`src/design/t16x_pkg.sv`:
```
`timescale 1ns / 1ps
package t16x_pkg;
	localparam int WordW = 16;

	typedef logic [WordW-1:0] word_t;
	typedef logic [4:0] func_t;
	typedef logic [1:0] fault_t;

	localparam func_t OP_MOVL  = 5'd0;
	localparam func_t OP_MOVR  = 5'd1;
	localparam func_t OP_ADDL  = 5'd2;
	localparam func_t OP_ADDR  = 5'd3;
	localparam func_t OP_SUBL  = 5'd4;
	localparam func_t OP_SUBR  = 5'd5;
	localparam func_t OP_MULL  = 5'd6;
	localparam func_t OP_MULR  = 5'd7;
	localparam func_t OP_DIVL  = 5'd8;
	localparam func_t OP_DIVR  = 5'd9;
	localparam func_t OP_CMPL  = 5'd10;
	localparam func_t OP_CMPR  = 5'd11;
	localparam func_t OP_JMP   = 5'd12;
	localparam func_t OP_JZ    = 5'd13;
	localparam func_t OP_JNZ   = 5'd14;
	localparam func_t OP_JL    = 5'd15;
	localparam func_t OP_JLE   = 5'd16;
	localparam func_t OP_JG    = 5'd17;
	localparam func_t OP_JGE   = 5'd18;
	localparam func_t OP_CALL  = 5'd19;
	localparam func_t OP_RET   = 5'd20;
	localparam func_t OP_PUSHL = 5'd21;
	localparam func_t OP_PUSHR = 5'd22;
	localparam func_t OP_POPR  = 5'd23;
	localparam func_t OP_HLT   = 5'd24;

	localparam logic [2:0] KIND_MOV = 3'd0;
	localparam logic [2:0] KIND_ADD = 3'd1;
	localparam logic [2:0] KIND_SUB = 3'd2;
	localparam logic [2:0] KIND_MUL = 3'd3;
	localparam logic [2:0] KIND_DIV = 3'd4;

	localparam fault_t FAULT_NONE = 2'd0;
	localparam fault_t FAULT_REG  = 2'd1;
	localparam fault_t FAULT_DIV0 = 2'd2;
	localparam fault_t FAULT_OP   = 2'd3;

	localparam logic [WordW-1:0] NumRegCodes = 16'd12;
	localparam logic [WordW-1:0] HighMask = 16'hFF00;
	localparam logic [WordW-1:0] LowMask  = 16'h00FF;

	typedef struct packed {
		logic start;
		logic commit;
		logic div_start;
	} ctl_cmd_t;

	typedef struct packed {
		logic is_div;
		logic div_done;
	} ctl_sts_t;

	typedef struct packed {
		word_t  next_ip;
		word_t  condition_value;
		logic   halted;
		fault_t fault;
	} result_t;
endpackage

```
`src/design/t16x_if.sv`:
```
`timescale 1ns / 1ps
interface t16x_in_if;
	logic valid;
	logic ready;
	logic [4:0] func;
	logic [15:0] first_operand;
	logic [15:0] second_operand;
	modport source (output valid, func, first_operand, second_operand, input ready);
	modport sink (input valid, func, first_operand, second_operand, output ready);
endinterface

interface t16x_out_if;
	logic valid;
	logic ready;
	logic [15:0] next_ip;
	logic signed [15:0] condition_value;
	logic halted;
	logic [1:0] fault;
	modport source (output valid, next_ip, condition_value, halted, fault, input ready);
	modport sink (input valid, next_ip, condition_value, halted, fault, output ready);
endinterface

```
`src/design/t16x_ram.sv`:
```
`timescale 1ns / 1ps
module t16x_ram #(
	parameter int Width = 16,
	parameter int Depth = 16
) (
	input  logic                     clk,
	input  logic                     we,
	input  logic [$clog2(Depth)-1:0] waddr,
	input  logic [Width-1:0]         wdata,
	input  logic [$clog2(Depth)-1:0] raddr,
	output logic [Width-1:0]         rdata
);
	logic [Width-1:0] mem_q [Depth];

	always_ff @(posedge clk) begin
		if (we) begin
			mem_q[waddr] <= wdata;
		end
		rdata <= mem_q[raddr];
	end
endmodule

```
`src/design/t16x_div.sv`:
```
`timescale 1ns / 1ps
module t16x_div (
	input  logic               clk,
	input  logic               arst_n,
	input  logic               start,
	input  t16x_pkg::word_t    dividend,
	input  t16x_pkg::word_t    divisor,
	output logic               done,
	output t16x_pkg::word_t    quotient
);
	import t16x_pkg::*;

	logic [15:0] a_q, q_q, b_q;
	logic [16:0] rem_q;
	logic [4:0]  cnt_q;
	logic        busy_q, neg_q;
	logic [16:0] trial;
	logic [15:0] qmag;

	assign trial = {rem_q[15:0], a_q[15]} - {1'b0, b_q};
	assign qmag = q_q;
	assign quotient = neg_q ? (~qmag + 16'd1) : qmag;

	always_ff @(posedge clk or negedge arst_n) begin
		if (!arst_n) begin
			busy_q <= 1'b0;
			done <= 1'b0;
			cnt_q <= '0;
		end else begin
			done <= 1'b0;
			if (start) begin
				busy_q <= 1'b1;
				cnt_q <= 5'd16;
			end else if (busy_q) begin
				cnt_q <= cnt_q - 5'd1;
				if (cnt_q == 5'd1) begin
					busy_q <= 1'b0;
					done <= 1'b1;
				end
			end
		end
	end

	always_ff @(posedge clk) begin
		if (start) begin
			a_q <= dividend[15] ? (~dividend + 16'd1) : dividend;
			b_q <= divisor[15] ? (~divisor + 16'd1) : divisor;
			neg_q <= dividend[15] ^ divisor[15];
			rem_q <= '0;
			q_q <= '0;
		end else if (busy_q) begin
			a_q <= {a_q[14:0], 1'b0};
			if (!trial[16]) begin
				rem_q <= trial;
				q_q <= {q_q[14:0], 1'b1};
			end else begin
				rem_q <= {rem_q[15:0], a_q[15]};
				q_q <= {q_q[14:0], 1'b0};
			end
		end
	end
endmodule

```
`src/design/t16x_ctrl.sv`:
```
`timescale 1ns / 1ps
module t16x_ctrl (
	input  logic                clk,
	input  logic                arst_n,
	input  logic                in_valid,
	output logic                in_ready,
	output logic                out_valid,
	input  logic                out_ready,
	input  t16x_pkg::ctl_sts_t  sts,
	output t16x_pkg::ctl_cmd_t  cmd
);
	import t16x_pkg::*;

	localparam logic [1:0] ST_IDLE = 2'd0;
	localparam logic [1:0] ST_EXEC = 2'd1;
	localparam logic [1:0] ST_DIV  = 2'd2;
	localparam logic [1:0] ST_DONE = 2'd3;

	logic [1:0] state_q;

	assign in_ready = (state_q == ST_IDLE) || (state_q == ST_DONE && out_ready);
	assign out_valid = (state_q == ST_DONE);

	always_comb begin
		cmd.start = in_valid && in_ready;
		cmd.div_start = (state_q == ST_EXEC) && sts.is_div;
		cmd.commit = ((state_q == ST_EXEC) && !sts.is_div) || (state_q == ST_DIV && sts.div_done);
	end

	always_ff @(posedge clk or negedge arst_n) begin
		if (!arst_n) begin
			state_q <= ST_IDLE;
		end else begin
			case (state_q)
				ST_IDLE: if (in_valid) state_q <= ST_EXEC;
				ST_EXEC: state_q <= sts.is_div ? ST_DIV : ST_DONE;
				ST_DIV:  if (sts.div_done) state_q <= ST_DONE;
				ST_DONE: begin
					if (out_ready) state_q <= in_valid ? ST_EXEC : ST_IDLE;
				end
				default: state_q <= ST_IDLE;
			endcase
		end
	end
endmodule

```
`src/design/t16x_dp.sv`:
```
`timescale 1ns / 1ps
module t16x_dp #(
	parameter int DataStackDepth = 16,
	parameter int ReturnStackDepth = 16
) (
	input  logic                clk,
	input  logic                arst_n,
	input  t16x_pkg::ctl_cmd_t  cmd,
	output t16x_pkg::ctl_sts_t  sts,
	input  t16x_pkg::func_t     func,
	input  t16x_pkg::word_t     first_operand,
	input  t16x_pkg::word_t     second_operand,
	output t16x_pkg::result_t   res
);
	import t16x_pkg::*;

	localparam int DsW = $clog2(DataStackDepth);
	localparam int RsW = $clog2(ReturnStackDepth);

	word_t  gr_q [4];
	word_t  rr_q, ip_q;
	logic   halt_q;
	fault_t fault_q;
	logic [DsW-1:0] dsp_q;
	logic [RsW-1:0] rsp_q;
	logic [DataStackDepth-1:0]   dsv_q;
	logic [ReturnStackDepth-1:0] rsv_q;
	func_t  op_q;
	word_t  a_q, b_q;

	// stack pointer steps with wrap
	logic [DsW-1:0] dsp_inc, dsp_dec;
	logic [RsW-1:0] rsp_inc, rsp_dec;
	assign dsp_inc = (dsp_q == DsW'(DataStackDepth-1)) ? '0 : dsp_q + 1'b1;
	assign dsp_dec = (dsp_q == '0) ? DsW'(DataStackDepth-1) : dsp_q - 1'b1;
	assign rsp_inc = (rsp_q == RsW'(ReturnStackDepth-1)) ? '0 : rsp_q + 1'b1;
	assign rsp_dec = (rsp_q == '0) ? RsW'(ReturnStackDepth-1) : rsp_q - 1'b1;

	function automatic word_t rd(input word_t w, input logic [1:0] part);
		case (part)
			2'd0: rd = w;
			2'd1: rd = {8'd0, w[15:8]};
			default: rd = w & LowMask;
		endcase
	endfunction

	function automatic word_t wr(input word_t w, input logic [1:0] part, input word_t v);
		case (part)
			2'd0: wr = v;
			2'd1: wr = (w & LowMask) | {v[7:0], 8'd0};
			default: wr = (w & HighMask) | (v & LowMask);
		endcase
	endfunction

	// {index, part} of a register code: index = code/3, part = code%3
	function automatic logic [3:0] reg_sel(input logic [3:0] code);
		case (code)
			4'd0:    reg_sel = 4'b00_00;
			4'd1:    reg_sel = 4'b00_01;
			4'd2:    reg_sel = 4'b00_10;
			4'd3:    reg_sel = 4'b01_00;
			4'd4:    reg_sel = 4'b01_01;
			4'd5:    reg_sel = 4'b01_10;
			4'd6:    reg_sel = 4'b10_00;
			4'd7:    reg_sel = 4'b10_01;
			4'd8:    reg_sel = 4'b10_10;
			4'd9:    reg_sel = 4'b11_00;
			4'd10:   reg_sel = 4'b11_01;
			4'd11:   reg_sel = 4'b11_10;
			default: reg_sel = 4'b00_00;
		endcase
	endfunction

	logic [1:0] a_idx, a_part, b_idx, b_part;
	logic a_ok, b_ok;
	always_comb begin
		a_ok = a_q < NumRegCodes;
		b_ok = b_q < NumRegCodes;
		{a_idx, a_part} = reg_sel(a_q[3:0]);
		{b_idx, b_part} = reg_sel(b_q[3:0]);
	end

	word_t x, y;
	assign x = rd(gr_q[a_idx], a_part);
	assign y = op_q[0] ? rd(gr_q[b_idx], b_part) : b_q;

	logic [2:0] kind;
	assign kind = op_q[3:1];
	logic is_alu;
	assign is_alu = op_q <= OP_CMPR;
	logic alu_fault;
	assign alu_fault = !a_ok || (op_q[0] && !b_ok);

	assign sts.is_div = is_alu && kind == KIND_DIV && !alu_fault && y != '0;

	word_t quot;
	t16x_div u_div (
		.clk(clk), .arst_n(arst_n), .start(cmd.div_start),
		.dividend(x), .divisor(y), .done(sts.div_done), .quotient(quot)
	);

	logic [31:0] prod;
	assign prod = 32'(x) * 32'(y);

	word_t alu_res;
	always_comb begin
		case (kind)
			KIND_MOV: alu_res = y;
			KIND_ADD: alu_res = x + y;
			KIND_MUL: alu_res = prod[15:0];
			KIND_DIV: alu_res = quot;
			default:  alu_res = x - y;
		endcase
	end

	// stacks: read address is current pointer, data settles before commit
	logic ds_we, rs_we;
	word_t ds_wd, ds_rd, rs_rd;
	logic ds_rv_q, rs_rv_q;
	t16x_ram #(.Width(16), .Depth(DataStackDepth)) u_ds (
		.clk(clk), .we(ds_we), .waddr(dsp_inc), .wdata(ds_wd), .raddr(dsp_q), .rdata(ds_rd)
	);
	t16x_ram #(.Width(16), .Depth(ReturnStackDepth)) u_rs (
		.clk(clk), .we(rs_we), .waddr(rsp_inc), .wdata(ip_q), .raddr(rsp_q), .rdata(rs_rd)
	);
	logic pushr_ok, popr_ok;
	assign pushr_ok = op_q == OP_PUSHR && a_ok;
	assign popr_ok = op_q == OP_POPR && a_ok;
	assign ds_we = cmd.commit && (op_q == OP_PUSHL || pushr_ok);
	assign ds_wd = (op_q == OP_PUSHL) ? a_q : x;
	assign rs_we = cmd.commit && op_q == OP_CALL;

	word_t pop_v, ret_v;
	assign pop_v = ds_rv_q ? ds_rd : '0;
	assign ret_v = rs_rv_q ? rs_rd : '0;

	logic take;
	logic sr;
	assign sr = rr_q[15];
	always_comb begin
		case (op_q)
			OP_JMP: take = 1'b1;
			OP_JZ:  take = rr_q == '0;
			OP_JNZ: take = rr_q != '0;
			OP_JL:  take = sr;
			OP_JLE: take = sr || rr_q == '0;
			OP_JG:  take = !sr && rr_q != '0;
			OP_JGE: take = !sr;
			default: take = 1'b0;
		endcase
	end

	always_ff @(posedge clk) begin
		if (cmd.start) begin
			op_q <= func;
			a_q <= first_operand;
			b_q <= second_operand;
		end
		ds_rv_q <= dsv_q[dsp_q];
		rs_rv_q <= rsv_q[rsp_q];
	end

	always_ff @(posedge clk or negedge arst_n) begin
		if (!arst_n) begin
			for (int i = 0; i < 4; i++) gr_q[i] <= '0;
			rr_q <= '0;
			ip_q <= '0;
			halt_q <= 1'b0;
			fault_q <= FAULT_NONE;
			dsp_q <= '0;
			rsp_q <= '0;
			dsv_q <= '0;
			rsv_q <= '0;
		end else if (cmd.commit) begin
			fault_q <= FAULT_NONE;
			ip_q <= ip_q + 16'd1;
			if (is_alu) begin
				if (alu_fault) begin
					fault_q <= FAULT_REG;
				end else if (kind == KIND_DIV && y == '0) begin
					fault_q <= FAULT_DIV0;
				end else begin
					if (kind <= KIND_DIV) gr_q[a_idx] <= wr(gr_q[a_idx], a_part, alu_res);
					if (kind != KIND_MOV) rr_q <= alu_res;
				end
			end else if (op_q <= OP_JGE) begin
				if (take) ip_q <= a_q + 16'd1;
			end else begin
				case (op_q)
					OP_CALL: begin
						rsp_q <= rsp_inc;
						rsv_q[rsp_inc] <= 1'b1;
						ip_q <= a_q + 16'd1;
					end
					OP_RET: begin
						ip_q <= ret_v + 16'd1;
						rsp_q <= rsp_dec;
					end
					OP_PUSHL: begin
						dsp_q <= dsp_inc;
						dsv_q[dsp_inc] <= 1'b1;
					end
					OP_PUSHR: begin
						if (pushr_ok) begin
							dsp_q <= dsp_inc;
							dsv_q[dsp_inc] <= 1'b1;
						end else fault_q <= FAULT_REG;
					end
					OP_POPR: begin
						if (popr_ok) begin
							gr_q[a_idx] <= wr(gr_q[a_idx], a_part, pop_v);
							dsp_q <= dsp_dec;
						end else fault_q <= FAULT_REG;
					end
					OP_HLT: halt_q <= 1'b1;
					default: fault_q <= FAULT_OP;
				endcase
			end
		end
	end

	assign res.next_ip = ip_q;
	assign res.condition_value = rr_q;
	assign res.halted = halt_q;
	assign res.fault = fault_q;
endmodule

```
`src/design/toy16_instruction_execute_core.sv`:
```
`timescale 1ns / 1ps
// Executes one toy16 instruction per input transaction and returns the
// machine state after it. Instructions go through the execute state to
// result valid; divides also wait in the divide state for the radix-2
// restoring divider, one quotient bit per cycle. One instruction is in
// flight at a time; the next is accepted in the cycle the result is taken.
module toy16_instruction_execute_core #(
	parameter int DATA_STACK_DEPTH = 16,
	parameter int RETURN_STACK_DEPTH = 16
) (
	input logic clk,
	input logic arst_n,
	t16x_in_if.sink    in_ch,
	t16x_out_if.source out_ch
);
	import t16x_pkg::*;

	ctl_cmd_t cmd;
	ctl_sts_t sts;
	result_t  res;

	t16x_ctrl u_ctrl (
		.clk(clk), .arst_n(arst_n),
		.in_valid(in_ch.valid), .in_ready(in_ch.ready),
		.out_valid(out_ch.valid), .out_ready(out_ch.ready),
		.sts(sts), .cmd(cmd)
	);

	t16x_dp #(
		.DataStackDepth(DATA_STACK_DEPTH), .ReturnStackDepth(RETURN_STACK_DEPTH)
	) u_dp (
		.clk(clk), .arst_n(arst_n), .cmd(cmd), .sts(sts),
		.func(in_ch.func), .first_operand(in_ch.first_operand),
		.second_operand(in_ch.second_operand), .res(res)
	);

	assign out_ch.next_ip = res.next_ip;
	assign out_ch.condition_value = res.condition_value;
	assign out_ch.halted = res.halted;
	assign out_ch.fault = res.fault;
endmodule

```
`src/flat_wrapper.sv`:
```
// flat-port wrapper written by rule: the top's interface ports become plain ports
module toy16_instruction_execute_core_flat import t16x_pkg::*;
#(
	parameter int DATA_STACK_DEPTH = 16,
	parameter int RETURN_STACK_DEPTH = 16
)
  (clk, arst_n, in_ch_valid, in_ch_func, in_ch_first_operand, in_ch_second_operand, in_ch_ready, out_ch_valid, out_ch_next_ip, out_ch_condition_value, out_ch_halted, out_ch_fault, out_ch_ready);
  t16x_in_if in_ch_i ();
  t16x_out_if out_ch_i ();
  input logic clk;
  input logic arst_n;
  input wire logic [$bits(in_ch_i.valid)-1:0] in_ch_valid;
  input wire logic [$bits(in_ch_i.func)-1:0] in_ch_func;
  input wire logic [$bits(in_ch_i.first_operand)-1:0] in_ch_first_operand;
  input wire logic [$bits(in_ch_i.second_operand)-1:0] in_ch_second_operand;
  output wire logic [$bits(in_ch_i.ready)-1:0] in_ch_ready;
  output wire logic [$bits(out_ch_i.valid)-1:0] out_ch_valid;
  output wire logic [$bits(out_ch_i.next_ip)-1:0] out_ch_next_ip;
  output wire logic [$bits(out_ch_i.condition_value)-1:0] out_ch_condition_value;
  output wire logic [$bits(out_ch_i.halted)-1:0] out_ch_halted;
  output wire logic [$bits(out_ch_i.fault)-1:0] out_ch_fault;
  input wire logic [$bits(out_ch_i.ready)-1:0] out_ch_ready;
  assign in_ch_i.valid = in_ch_valid;
  assign in_ch_i.func = in_ch_func;
  assign in_ch_i.first_operand = in_ch_first_operand;
  assign in_ch_i.second_operand = in_ch_second_operand;
  assign in_ch_ready = in_ch_i.ready;
  assign out_ch_valid = out_ch_i.valid;
  assign out_ch_next_ip = out_ch_i.next_ip;
  assign out_ch_condition_value = out_ch_i.condition_value;
  assign out_ch_halted = out_ch_i.halted;
  assign out_ch_fault = out_ch_i.fault;
  assign out_ch_i.ready = out_ch_ready;
  toy16_instruction_execute_core #(.DATA_STACK_DEPTH(DATA_STACK_DEPTH), .RETURN_STACK_DEPTH(RETURN_STACK_DEPTH)) u_core (.clk(clk), .arst_n(arst_n), .in_ch(in_ch_i), .out_ch(out_ch_i));
endmodule
```
`config.mk`:
```
export PLATFORM = sky130hd
export DESIGN_NAME = toy16_instruction_execute_core_flat
export DESIGN_NICKNAME = d
export VERILOG_FILES = /design/src/design/t16x_pkg.sv /design/src/design/t16x_if.sv /design/src/design/t16x_ram.sv /design/src/design/t16x_div.sv /design/src/design/t16x_ctrl.sv /design/src/design/t16x_dp.sv /design/src/design/toy16_instruction_execute_core.sv /design/src/flat_wrapper.sv
export SDC_FILE = /design/constraint.sdc
export NUM_CORES = 2
export LEC_CHECK = 0
export BUFFER_PORTS_ARGS = -buffer_cell sky130_fd_sc_hd__buf_2
export CAP_MARGIN = 15
export CORE_ASPECT_RATIO = 1.5
export CORE_UTILIZATION = 45
export DETAILED_ROUTE_END_ITERATION = 12
export PLACE_DENSITY = 0.6
export SLEW_MARGIN = 20
export SYNTH_ARGS = -nofsm -noshare
export SYNTH_HDL_FRONTEND = slang
export SYNTH_SLANG_ARGS = --single-unit
```
`constraint.sdc`:
```
create_clock -name clk -period 11.75 [get_ports clk]
set_input_delay 0.5875 -clock clk [delete_from_list [all_inputs] [get_ports clk]]
set_output_delay 0.5875 -clock clk [all_outputs]
set_load 0.005 [all_outputs]
```
==> results.txt <==
----------------------------------------------------
[Status]
  Run status ... finished, final reports clean

[Clock network]
  # H-tree levels ... 3
  Clock buffer count from CTS ... 83
  Root cell of the clock tree ... sky130_fd_sc_hd__clkbuf_16
  Clock-pin transition on the worst setup and hold timing paths ... 60 ps
  Number of gates given a new drive strength after cts ... 0
  Clk buf depth ... 3
  Worst-skew pair later-pin latency ... between 600 and 700 ps
  TritonCTS clock tree ... yes
  Post-CTS setup buffer count ... 0
  Sinks on Clock Net ... approximately 800

[Critical path]
  Ordered cell list for the critical path ... mux4_2, mux2_2, mux2i_2, nor2_1, fa_1, inv_1, fa_1, fa_1, fa_1, inv_1, fa_1, inv_1, fa_1, inv_1, ha_1, nand3_1, a21oi_1, nor3_1, xor2_1, nor2_1, o31ai_1, a22oi_1, mux2_2
  Startpoint kind of the worst setup timing path ... register
  Worst endpoint data arrival time ... 9190 ps
  Required time of the worst setup path ... approximately 12000 ps
  Slowest cell on the critical path ... sky130_fd_sc_hd__dfxtp_1
  Endpoint kind of the worst setup timing path ... register
  Delay of the slowest critical-path stage ... 900 ps
  Most numerous cell on the critical path ... sky130_fd_sc_hd__fa_1
  Highest net fanout along the worst path ... 16
  Reg2reg setup slack ... between 3000 and 4000 ps
  Cell count of the worst reg-to-reg path ... 23
  Startpoint-to-endpoint class of the critical path ... register to register

[Job]
  Max-cap violation count ... 0

[Layout]
  Registers with the highest flip-flop counts ... u_core.u_dp.u_ds.mem_q: 256 flops, u_core.u_dp.u_rs.mem_q: 256 flops, u_core.u_dp.gr_q: 64 flops
  Area taken by multi-input logic gates ... 17000 um2
  Fraction of layout cells with a size suffix above 1 ... 0.210
  Fill cell total of the finished layout ... 7700
  Number of cells in the finished layout apart from fillers ... roughly 4400
  Final standard cell utilization of the core ... 0.508
  Layout Cell Area excl Fill ... 45800 um2
  Antenna diode count ... 0
  Layout overhead on the synthesized area ... 11.9%
  Net total in the final layout ... 3385
  Register cell area after layout ... 22700 um2

[Die]
  Die boundary width ... 248 um
  Initial cell density of the core ... 0.454
  Boundary Pins ... 78
  Std cell rows ... ~140
  Area enclosed by the die boundary ... ~90000 um2
  Floorplan Core Area ... 90200 um2
  Height of the die ... 371 um

[Yosys]
  Synth Cell Area ... about 41000 um2
  Fraction of synthesis flops using an asynchronous set or reset pin ... 0.184
  Yosys synthesis warning count ... 0
  Xor-xnor portion of the synthesized cell area ... 0.0360
  Number of instances in the synthesized netlist ... between 3000 and 4000
  Largest family of logic cells by synthesized area ... multiplexers
  Number of distinct library cells after synthesis ... 92
  Synth Area in Simple Gates ... 0.0870
  Syn avg cell area ... 13.4 um2
  Post-synthesis share of cell area spent on full adders, half adders and majority gates ... 0.0737
  Compound-Gate Fraction of Synth Area ... 0.0633
  Multiplexer share of the synthesized area ... 0.153
  Top_reg_cell synth ... sky130_fd_sc_hd__edfxtp_1
  Net count of the mapped netlist ... 3278
  Number of synthesized register bits ... 804
  Number of enable flip-flop cells after synthesis ... 582
  Proportion of synthesized chip area in sequential cells ... 0.554

[Routing]
  Routed Wire Length ... about 120000 um
  Remaining DRCs ... 0
  DR pass1 iterations ... 7
  Post-DR vias/cell ... between 5 and 6
  Routed WL per cell ... 27.0 um
  Antenna viol nets, final ... 0
  Detailed router's first-iteration violation count ... 2184
  Vias post-DR ... 26100

[Timing]
  Normalized max-slew margin ... 0.213
  Number of hold-slack violations in the final timing report ... 0
  Final setup violation count ... 0
  Worst-margin pin slew ... between 1000 and 1500 ps
  RSZ-0062 raised after global routing ... false
  Final period demand of the worst path ... 8630 ps
  Worst clock skew on the final layout ... 49.1 ps
  Final-layout worst hold slack ... slightly below 80 ps
  Final setup TNS ... 0 ps
  Max Freq ... 0.116 GHz
  Max-slew violation total from the final report ... 0
  Share of the cycle needed by the critical path after routing ... 0.734

[Power]
  VDD IR max ... 0.230 mV
  Pwr Density ... 298 nW/um2
  Lkg Pwr ... 17.4 nW

[Global routing]
  Maximum number of pins on one net before global-route repair ... 93
  GR met1 Demand/Resource ... 0.309
  Via count of the first global-routing pass ... ~27000
  Global-route met2 utilization ... 0.459
  Most utilized layer in the global route result ... met2
  Met3 track demand over resource in global routing ... 0.0379
  Initial antenna violation count ... 3
  Overflow left after global routing ... 0
  Wire length of the first global-routing pass ... 174000 um
  GR Util All Layers ... 0.261

[Placed design]
  Placer's final routability congestion estimate ... 0.997
  Count of input and output buffers ... 77
  Area after detailed placement ... 42900 um2
  Sum of net half-perimeters after detailed placement ... 81700 um
  Count of placed standard cells including taps ... 4228

[Min path]
  Worst min-delay path category ... primary input to register
  Instance count along the most critical hold path ... 1

----------------------------------------------------
==> area by class of cell <==
type	instances	area share
Multi-Input combinational cell	1901	0.372
Tap cell	1164	0.0318
Timing Repair Buffer	167	0.0240
Clock buffer	105	0.0492
Clock inverter	49	0.0117
Sequential cell	804	0.495
Inverter	195	0.0160
==> synthesized netlist by cell type (all sizes together), types with 16 or more instances <==
cell      n  area, um2
fa       82       1640
and3     17        106
dfrtp   148       3700
xor2     66        578
a211oi   20        173
edfxtp  582      17500
a21oi   114        574
a31oi    21        131
xnor2    97        850
nor3     35        175
ha      110       1380
inv     193        724
nand3    41        205
o22ai    24        150
o21ai   104        524
mux2i    96        990
buf      43        248
or3      16        100
dfxtp    74       1480
nor2    272       1040
nand2   223        837
mux4    193       4350
nor2b    17        106
mux2     83        935
nand2b   28        175
or2      53        332
clkbuf  102        383
==> path summary, 6_finish.rpt <==
check,from,endpoint
worst max-delay path,u_core.u_dp.b_idx[1],u_core.u_dp.gr_q[45]
worst min-delay path,in_ch_second_operand[6],u_core.u_dp.b_q[6]
max in group asynchronous,arst_n,u_core.u_dp.rsp_q[0]
worst max register to register,u_core.u_dp.b_idx[1],u_core.u_dp.gr_q[45]
worst min register to register,u_core.u_dp.rsv_q[12],u_core.u_dp.rsv_q[12]
min in group asynchronous,arst_n,u_core.u_dp.gr_q[4]
==> placed cells by master (no fill, tap or decap), types with 11 or more instances in the layout <==
cell type                     n
sky130_fd_sc_hd__or2_2       53
sky130_fd_sc_hd__a31oi_1     21
sky130_fd_sc_hd__clkbuf_16   84
sky130_fd_sc_hd__clkbuf_1    14
sky130_fd_sc_hd__edfxtp_1   582
sky130_fd_sc_hd__a211oi_1    17
sky130_fd_sc_hd__nor2_2      24
sky130_fd_sc_hd__inv_1      191
sky130_fd_sc_hd__nor2_1     246
sky130_fd_sc_hd__or3_1       16
sky130_fd_sc_hd__mux2_1      20
sky130_fd_sc_hd__a21o_1      15
sky130_fd_sc_hd__nand2_1    223
sky130_fd_sc_hd__mux2i_1     92
sky130_fd_sc_hd__o21a_1      11
sky130_fd_sc_hd__o211ai_1    12
sky130_fd_sc_hd__dfxtp_1     73
sky130_fd_sc_hd__buf_2       76
sky130_fd_sc_hd__nand4_1     11
sky130_fd_sc_hd__nor2b_1     13
sky130_fd_sc_hd__nor3_1      31
sky130_fd_sc_hd__nor4_1      13
sky130_fd_sc_hd__o22ai_1     24
sky130_fd_sc_hd__nand3_1     41
sky130_fd_sc_hd__ha_1       110
sky130_fd_sc_hd__dfrtp_1    143
sky130_fd_sc_hd__and3_1      17
sky130_fd_sc_hd__a21oi_1    107
sky130_fd_sc_hd__buf_4       86
sky130_fd_sc_hd__xor2_1      66
sky130_fd_sc_hd__clkinv_1    15
sky130_fd_sc_hd__o21ai_0    103
sky130_fd_sc_hd__clkinv_2    14
sky130_fd_sc_hd__nand2b_1    28
sky130_fd_sc_hd__o31ai_1     15
sky130_fd_sc_hd__mux4_2     193
sky130_fd_sc_hd__xnor2_1     97
sky130_fd_sc_hd__mux2_2      63
sky130_fd_sc_hd__fa_1        82
==> repair_timing <==
item | 4_1_cts | 5_1_grt
hold endpoints to repair | 17 | 0
hold buffers | 1 | 0
endpoints found under the setup margin | 0 | 0
==> where the power goes <==
part | leakage, nW | total [W] | internal, W | switching (W)
Sequential | 7.85 | 0.00411 | 0.00364 | 0.000471
Combinational | 8.18 | 0.00684 | 0.00267 | 0.00417
Clock | 1.36 | 0.00269 | 0.00153 | 0.00116
==> metal layers <==
metal / part of all wire / up-vias / routed length (um)
met5: 0.000076 / - / 9
met4: 0.051 / 2 / 6050
met3: 0.051 / 284 / 6050
met2: 0.52 / 913 / 61400
met1: 0.38 / 13500 / 44800
li1: - / 11400 / -
==> through the flow <==
step                power (W)  worst slack (ps)
global placement       0.0108              3400
CTS                    0.0137              3200
detailed placement     0.0109              3220
finish                 0.0136              3120
global route           0.0144              2840
floorplan             0.00857              4250
==> kinds of logic after synthesis <==
family / after synthesis
DFF: 804
muxes: 372
xor gates and xnor gates: 165
adders and majority gates: 192
AOI/OAI and AO/OA: 407
and+or+nand+nor: 765
buffers and inverters: 340
==> critical path: cells and delay by family (launching register included) <==
kind / cells / cell delay, ps
mux: 4 / 1940
fa+ha+maj: 7 / 3410
simple gates: 4 / 640
xor+xnor: 1 / 290
compound gates: 3 / 1110
flops: 1 / 900
buf+inv: 4 / 200
No activity file was read; power rests on OpenSTA's default activity.
